## config.mk

```make
export PLATFORM = sky130hd
export DESIGN_NAME = gfd_seq
export DESIGN_NICKNAME = d
export VERILOG_FILES = /design/src/rtl/core/gfd_pkg.sv /design/src/rtl/core/gfd_seq.sv
export SDC_FILE = /design/constraint.sdc
export NUM_CORES = 1
export LEC_CHECK = 0
export BUFFER_PORTS_ARGS = -buffer_cell sky130_fd_sc_hd__buf_4
export CORE_MARGIN = 2
export CORE_UTILIZATION = 37
export DETAILED_ROUTE_END_ITERATION = 8
export PLACE_DENSITY = 0.76
export SETUP_SLACK_MARGIN = 0.2
export SKIP_LAST_GASP = 1
export SLEW_MARGIN = 20
export SYNTH_ARGS = -nofsm -noshare
export SYNTH_HDL_FRONTEND = slang
export SYNTH_SLANG_ARGS = --single-unit
```

## constraint.sdc

```tcl
create_clock -name clk -period 1.9 [get_ports clk]
set_input_delay 0.475 -clock clk [delete_from_list [all_inputs] [get_ports clk]]
set_output_delay 0.475 -clock clk [all_outputs]
set_load 0.05 [all_outputs]
```

## src/rtl/core/gfd_pkg.sv

```systemverilog
`timescale 1ns / 1ps

package gfd_pkg;

  // Field and register widths
  localparam int SIZE_W    = 13;
  localparam int COORD_W   = 12;
  localparam int DATA_W    = 32;
  localparam int CFG_IDX_W = 2;
  localparam int NUM_AXES  = 3;

  // Parameter defaults
  localparam int MAX_POINTS_DEF = 4096;
  localparam int AXES_DEF       = 3;

  localparam logic [SIZE_W-1:0] SIZE_RST = 13'd16;

  // Register indexes
  localparam logic [CFG_IDX_W-1:0] CFG_SIZE_X = 2'd0;
  localparam logic [CFG_IDX_W-1:0] CFG_SIZE_Y = 2'd1;
  localparam logic [CFG_IDX_W-1:0] CFG_SIZE_Z = 2'd2;

  // Request function and response status codes
  localparam logic FUNC_WRITE = 1'b0;
  localparam logic FUNC_QUERY = 1'b1;
  localparam logic STATUS_OK  = 1'b0;
  localparam logic STATUS_ERR = 1'b1;

  // Microcode
  localparam int PC_W = 5;

  typedef enum logic [1:0] {
    MUL_SXSY,
    MUL_TOTAL,
    MUL_YOFF,
    MUL_ZOFF
  } mul_sel_t;

  typedef enum logic [2:0] {
    OFF_M2,
    OFF_M1,
    OFF_C,
    OFF_P1,
    OFF_P2
  } rd_off_t;

  typedef enum logic [2:0] {
    ACC_NONE,
    ACC_CLR,
    TERM_CLR,
    TERM_ADD1,
    TERM_SUB4,
    TERM_ADD6,
    ACC_FOLD
  } acc_op_t;

  typedef enum logic [1:0] {
    RES_NONE,
    RES_QUERY,
    RES_WRITE,
    RES_ERR
  } res_op_t;

  typedef enum logic [2:0] {
    JMP_NONE,
    JMP_BAD,
    JMP_WRITE,
    JMP_NOTERM,
    JMP_MORE
  } jmp_t;

  typedef struct packed {
    logic            mul_en;
    mul_sel_t        mul_sel;
    logic            addr_ld;
    logic            rd_en;
    rd_off_t         rd_off;
    acc_op_t         acc_op;
    logic            wr_en;
    res_op_t         res_op;
    logic            ax_clr;
    logic            ax_inc;
    jmp_t            jmp;
    logic [PC_W-1:0] target;
  } ucode_t;

  typedef struct packed {
    logic bad;
    logic is_write;
    logic no_term;
    logic more_ax;
  } cond_t;

  localparam ucode_t UCODE_NOP = '0;

  // Jump targets
  localparam logic [PC_W-1:0] ST_AXIS  = 5'd7;
  localparam logic [PC_W-1:0] ST_NEXT  = 5'd15;
  localparam logic [PC_W-1:0] ST_WRITE = 5'd17;
  localparam logic [PC_W-1:0] ST_ERR   = 5'd18;

  function automatic ucode_t ucode_rom(input logic [PC_W-1:0] pc);
    ucode_t w;
    w = UCODE_NOP;
    unique case (pc)
      5'd0: begin
        w.mul_en  = 1'b1;
        w.mul_sel = MUL_SXSY;
        w.acc_op  = ACC_CLR;
        w.ax_clr  = 1'b1;
      end
      5'd1: begin
        w.mul_en  = 1'b1;
        w.mul_sel = MUL_TOTAL;
      end
      5'd2: begin
        w.mul_en  = 1'b1;
        w.mul_sel = MUL_YOFF;
      end
      5'd3: begin
        w.mul_en  = 1'b1;
        w.mul_sel = MUL_ZOFF;
      end
      5'd4: w.addr_ld = 1'b1;
      5'd5: begin
        w.jmp    = JMP_BAD;
        w.target = ST_ERR;
      end
      5'd6: begin
        w.jmp    = JMP_WRITE;
        w.target = ST_WRITE;
      end
      5'd7: begin
        w.jmp    = JMP_NOTERM;
        w.target = ST_NEXT;
      end
      5'd8: begin
        w.rd_en  = 1'b1;
        w.rd_off = OFF_M2;
        w.acc_op = TERM_CLR;
      end
      5'd9: begin
        w.rd_en  = 1'b1;
        w.rd_off = OFF_M1;
        w.acc_op = TERM_ADD1;
      end
      5'd10: begin
        w.rd_en  = 1'b1;
        w.rd_off = OFF_C;
        w.acc_op = TERM_SUB4;
      end
      5'd11: begin
        w.rd_en  = 1'b1;
        w.rd_off = OFF_P1;
        w.acc_op = TERM_ADD6;
      end
      5'd12: begin
        w.rd_en  = 1'b1;
        w.rd_off = OFF_P2;
        w.acc_op = TERM_SUB4;
      end
      5'd13: w.acc_op = TERM_ADD1;
      5'd14: w.acc_op = ACC_FOLD;
      5'd15: begin
        w.ax_inc = 1'b1;
        w.jmp    = JMP_MORE;
        w.target = ST_AXIS;
      end
      5'd16: w.res_op = RES_QUERY;
      5'd17: begin
        w.wr_en  = 1'b1;
        w.res_op = RES_WRITE;
      end
      5'd18: w.res_op = RES_ERR;
      default: ;
    endcase
    return w;
  endfunction

endpackage

```

## src/rtl/core/gfd_seq.sv

```systemverilog
`timescale 1ns / 1ps

module gfd_seq import gfd_pkg::*; (
  input  logic   clk,
  input  logic   rst,
  input  logic   start,
  input  logic   out_free,
  input  cond_t  cond,
  output logic   busy,
  output ucode_t cw
);

  logic [PC_W-1:0] pc;
  ucode_t          word;
  logic            take;

  assign word = ucode_rom(pc);
  assign cw   = busy ? word : UCODE_NOP;

  always_comb begin
    unique case (word.jmp)
      JMP_NONE:   take = 1'b0;
      JMP_BAD:    take = cond.bad;
      JMP_WRITE:  take = cond.is_write;
      JMP_NOTERM: take = cond.no_term;
      JMP_MORE:   take = cond.more_ax;
      default:    take = 1'b0;
    endcase
  end

  // Result steps end the program; hold there until the output slot frees
  always_ff @(posedge clk) begin
    if (rst) begin
      busy <= 1'b0;
      pc   <= '0;
    end else if (!busy) begin
      if (start) begin
        busy <= 1'b1;
        pc   <= '0;
      end
    end else if (word.res_op != RES_NONE) begin
      if (out_free) begin
        busy <= 1'b0;
        pc   <= '0;
      end
    end else if (take) begin
      pc <= word.target;
    end else begin
      pc <= pc + 1'b1;
    end
  end

endmodule

```

==> impl_results.md, run 1 <==
- Result of the run: stopped before the end
- Stage reached: 4_1_cts
- First error message: [ERROR DPL-0033] detailed placement checks failed during check placement.
- Top post-synthesis cells by count: 30 x sky130_fd_sc_hd__nor2_1, 10 x sky130_fd_sc_hd__nand2_1, 7 x sky130_fd_sc_hd__inv_1
- HPWL after DPL: 2130 um
- Top-level port count: 33
- Count of flip-flops with a built-in enable after synthesis: 0
- Fraction of the yosys area taken by sequential cells: 16.3%
- Seq cells post-synth: 6
- Cell count after synthesis: 112
- Count of buffers from port buffering: 32
- Number of buffers created by CTS: 3
- Synthesized-area fraction occupied by ao, oa, aoi and oai cells: 23.4%
- Fraction of synthesis flops using an asynchronous set or reset pin: 0%
- Number of distinct standard cells referenced by the synthesized netlist: 34
- Post-cts hold buffer count: 0
- CTS sink cnt: 6
- Xor-xnor portion of the synthesized cell area: 0%
- Leading cell types by total area after synthesis: sky130_fd_sc_hd__dfxtp_1 16%, sky130_fd_sc_hd__nor2_1 15%, sky130_fd_sc_hd__ha_1 8.5%
- Post-cts repair resize count: between 70 and 80
- Htree depth: 1
- Number of core rows: 16
- Postcts setup bufs: 15
- Max Buffers Root-to-Sink: 2
- Chip height: 48.7 um
- Routability congestion estimate from global placement: roughly 0.91
- Yosys Warn Count: 0
- Top-area cell type share of the netlist area: 16.3%
- Largest area contributor in the netlist: sky130_fd_sc_hd__dfxtp_1
- Dominant synthesized flop cell: sky130_fd_sc_hd__dfxtp_1
- Arithmetic-cell share of the synthesized area counting full adders, half adders and majority gates: 8.47%
- Share of cell area taken by muxes after synthesis: 6.78%
- Width of the chip: between 40 and 50 um
- Starting Density: 38.4%
- Clock Tree Root: sky130_fd_sc_hd__clkbuf_4
- Cell Area, Synth: approximately 740 sq um
- Average instance area after synthesis: 6.59 sq um
- Top-count cell post-synth: sky130_fd_sc_hd__nor2_1
- Post-Synth Simple-Gate Area: 37.3%
- Largest family of logic cells by synthesized area: simple AND/OR/NAND/NOR gates
- Nets in the synthesized netlist: 125
-- metrics by stage --
step / setup TNS, ps / instance area, sq um / worst slack (ps) / std cells / hold slack (ps)
floorplan: -1310 / 991 / -268 / 112 / 488
global placement: -259 / 1400 / -163 / 187 / 536
detailed placement: -486 / 1400 / -203 / 187 / 544
-- kinds of logic after synthesis --
kind of cell    after synthesis
buf+inv                      13
fa+ha+maj                     5
simple gates                 60
compound gates               23
mux                           5
flops                         6
==> run 2, diff against run 1 <==
--- a/config.mk
+++ b/config.mk
@@ -6,11 +6,10 @@
 export NUM_CORES = 1
 export LEC_CHECK = 0
 export BUFFER_PORTS_ARGS = -buffer_cell sky130_fd_sc_hd__buf_4
-export CORE_MARGIN = 2
-export CORE_UTILIZATION = 37
+export CORE_AREA = 2 2 63 65
 export DETAILED_ROUTE_END_ITERATION = 8
-export PLACE_DENSITY = 0.76
-export SETUP_SLACK_MARGIN = 0.2
+export DIE_AREA = 0 0 65 67
+export PLACE_DENSITY_LB_ADDON = 0.15
 export SKIP_LAST_GASP = 1
 export SLEW_MARGIN = 20
 export SYNTH_ARGS = -nofsm -noshare
==> constraint.sdc (replaced) <==
create_clock -name clk -period 2.47 [get_ports clk]
set_input_delay 0.6175 -clock clk [delete_from_list [all_inputs] [get_ports clk]]
set_output_delay 0.6175 -clock clk [all_outputs]
set_load 0.05 [all_outputs]
==> run 2 against run 1 <==
The flow now finishes without violations. Synthesized cell count is the same. Synthesized area is the same.
==> impl_results.md, run 2 <==
- Layout filler cell count: slightly above 400
- Count of buffers from port buffering: 32 (unchanged)
- Largest fanout of any net on the critical path: 6
- Overflow left after global routing: 0
- Htree depth: 1 (unchanged)
- Reg2reg end: pc[3]$_SDFFE_PP0P_
- Number of DRC markers after the initial detailed-route iteration: 32
- Worst-case vdd ir drop: 0.143 mV
- DRC violations left: 0
- Number of global-route vias before repair: roughly 850
- CP Data Arrival Time: 1780 ps
- HPWL after DPL: 2000 um (-6.2%)
- Number of core rows: 22 (+6)
- Flip-flop count of the largest register after layout: 5
- Post-Route Utilization: 31.7%
- Total number of vias: 913
- Worst-Skew Late Latency: 220 ps
- Launch point of the critical path: pc[0]$_SDFFE_PP0P_
- Largest Register: pc
- Biggest regs: pc: 5 flops, busy: 1 flops
- Core area: 0.00361 sq mm
- Ratio of cells with drive above 1 in the final layout: a little over a third
- Static leakage power: 0.538 nW
- Cell Area, Synth: 738 sq um (unchanged)
- Number of antenna violations at the first check in global routing: 0
- Die ar.: 0.00436 sq mm
- Combined area of the multi-input logic cells: 583 sq um
- Top-count cell post-synth: sky130_fd_sc_hd__nor2_1
- Number of distinct standard cells referenced by the synthesized netlist: 34 (unchanged)
- # diodes: 0
- Total Routing Usage GR: 11.3%
- Capture point of the worst path: cw[2]
- Nets in the synthesized netlist: 125 (unchanged)
- Slack of the worst reg-to-reg path: 310 ps
- Max Clk Rate: 0.417 GHz
- Area Growth Syn to Fin: 54.7%
- Fraction of synthesis flops using an asynchronous set or reset pin: 0% (unchanged)
- Relative max-transition margin: 72.0%
- Number of violations of the max-capacitance limit: 0
- Clock transition at the registers of the reported paths: 40 ps
- CTS sink cnt: 6 (unchanged)
- Count of flip-flops with a built-in enable after synthesis: 0 (unchanged)
- Final number of setup-violating endpoints: 0
- Reg2reg start: pc[1]$_SDFFE_PP0P_
- Dominant synthesized flop cell: sky130_fd_sc_hd__dfxtp_1
- Wire length of the first global-routing pass: around 3900 um
- Maximum number of pins on one net before global-route repair: 11
- Required time reported for the critical path endpoint: 1850 ps
- Seq cells post-synth: 6 (unchanged)
- Net count of the finished layout: 165
- Hold WC Path Type: reg -> reg
- Critical path launch point type: flop
- Width of the chip: 65 um (+34%)
- Max Buffers Root-to-Sink: 2 (unchanged)
- Critical path endpoint category: primary output
- Routed WL per cell: 12.3 um
- Clock tree from TritonCTS: done
- Number of hold-slack violations in the final timing report: 0
- Leading cell types by total area after synthesis: sky130_fd_sc_hd__dfxtp_1 16%, sky130_fd_sc_hd__nor2_1 15%, sky130_fd_sc_hd__ha_1 8.5%
- Worst min-delay path startpoint: pc[0]$_SDFFE_PP0P_
- Setup repair after global routing missed its margin: yes
- FF-to-FF path depth: 8
- Yosys Warn Count: 0 (unchanged)
- Fraction of the yosys area taken by sequential cells: 16.3% (unchanged)
- Final slew viol count: 0
- Total iterations of the first detailed-routing run: 4
- Routability congestion estimate from global placement: 0.779 (-15%)
- Top-level port count: 33 (unchanged)
- Worst clock skew: 1.25 ps
- Top post-synthesis cells by count: 30 x sky130_fd_sc_hd__nor2_1, 10 x sky130_fd_sc_hd__nand2_1, 7 x sky130_fd_sc_hd__inv_1
- Drt via density: 4.61
- Number of buffers created by CTS: 3 (unchanged)
- Most frequent standard cell in the layout excluding fill and tap cells: sky130_fd_sc_hd__buf_4
- Clock Tree Root: sky130_fd_sc_hd__clkbuf_8
- Final hold slack: 543 ps
- Worst-margin pin slew: 415 ps
- Largest area contributor in the netlist: sky130_fd_sc_hd__dfxtp_1
- Chip height: 67 um (+38%)
- Time the final worst path needs with I/O delays and setup: around 2400 ps
- Commonest cells after routing, fill and taps aside: 41 x sky130_fd_sc_hd__buf_4, 30 x sky130_fd_sc_hd__nor2_1, 9 x sky130_fd_sc_hd__nand2_1
- Average instance area after synthesis: 6.59 sq um (unchanged)
- Reg area: 120 sq um
- Critical path class: reg -> out
- Cell count after synthesis: 112 (unchanged)
- Power density cells: 318 mW/mm^2
- Starting Density: 20.5% (-18 points)
- Total Wirelength: 2440 um
- Final period utilization: 97.2%
- Top-area cell type share of the netlist area: 16.3% (unchanged)
- Antenna-violating nets left: 0
- Result of the run: finished clean
## run 2: cell counts after synthesis
No cell type changed its count.
## run 2: through the flow
| step | TNS, ps | setup slack, ps | cells | instance area (sq um) | total power [mW] |
|---|---|---|---|---|---|
| final | 0 | 69.7 | 198 | 1140 | 0.363 |
| after global routing | -14.2 | -14.2 | 198 | 1140 | 0.381 |
| after CTS | 0 | 2.81 | 198 | 1140 | 0.366 |
| after detailed placement | 0 | 248 | 195 | 1100 | 0.216 |
| after global placement | 0 | 260 | 195 | 1100 | 0.216 |
| after floorplan | -427 | -218 | 112 | 759 | 0.173 |
## run 2: worst max-delay path: stages (launching register included)
cell                         delay (ps)
sky130_fd_sc_hd__dfxtp_1            350
sky130_fd_sc_hd__ha_1               230
sky130_fd_sc_hd__and3_1             180
sky130_fd_sc_hd__ha_1               210
sky130_fd_sc_hd__nand2_2            110
sky130_fd_sc_hd__clkinvlp_4          90
sky130_fd_sc_hd__or2_4              210
sky130_fd_sc_hd__buf_4              180
## run 2: where the power goes
part	switching (mW)	internal [mW]
registers	0.00313	0.100
logic	0.0677	0.0432
clock network	0.0438	0.105
total	0.115	0.248
## run 2: cell type report
| class | instances | area share, % |
|---|---|---|
| well taps | 48 | 5.26 |
| flip-flops and latches | 6 | 10.5 |
| multi-input cells | 93 | 51.0 |
| inverters | 7 | 2.63 |
| clock buffers | 3 | 3.61 |
| repair buffers | 41 | 26.9 |
## run 2: what timing repair did
| item | in CTS | in global routing |
|---|---|---|
| resized for setup | 0 | 2 |
| endpoints found under the setup margin | 0 | 2 |
| setup buffers | 0 | 0 |
| hold endpoints to repair | 0 | 0 |
| hold buffers | 0 | 0 |
## run 2: cells by family (layout without fill, tap and decap cells)
kind of cell | after synthesis | after routing | share of synthesized area [%]
muxes | 5 | 5 | 6.78
buffers and inverters | 13 | 51 | 7.80
and+or+nand+nor | 60 | 60 | 37.3
AOI/OAI and AO/OA | 23 | 23 | 23.4
adders and majority gates | 5 | 5 | 8.47
DFF | 6 | 6 | 16.3
## run 2: worst min path at each step
stage                         endpoint  slack, ps  cells after the start
CTS                 pc[0]$_SDFFE_PP0P_        540                      2
finish              pc[0]$_SDFFE_PP0P_        540                      2
global placement    pc[0]$_SDFFE_PP0P_        540                      2
detailed placement  pc[0]$_SDFFE_PP0P_        540                      2
floorplan           pc[0]$_SDFFE_PP0P_        500                      2
global route           busy$_SDFF_PP0_        590                      2
## run 2: routing by layer
metal  vias to the layer above  global-route usage, %  part of all wire [%]  wire [um]
met5                         -                      0                     0          0
met4                         0                   2.39                     0          0
met3                         0                   1.52                   4.8        118
met2                        21                   20.1                    49       1210
met1                       424                   14.4                    46       1120
li1                        468                      -                     -          -
Note: power is estimated with default switching activity, not from simulation.
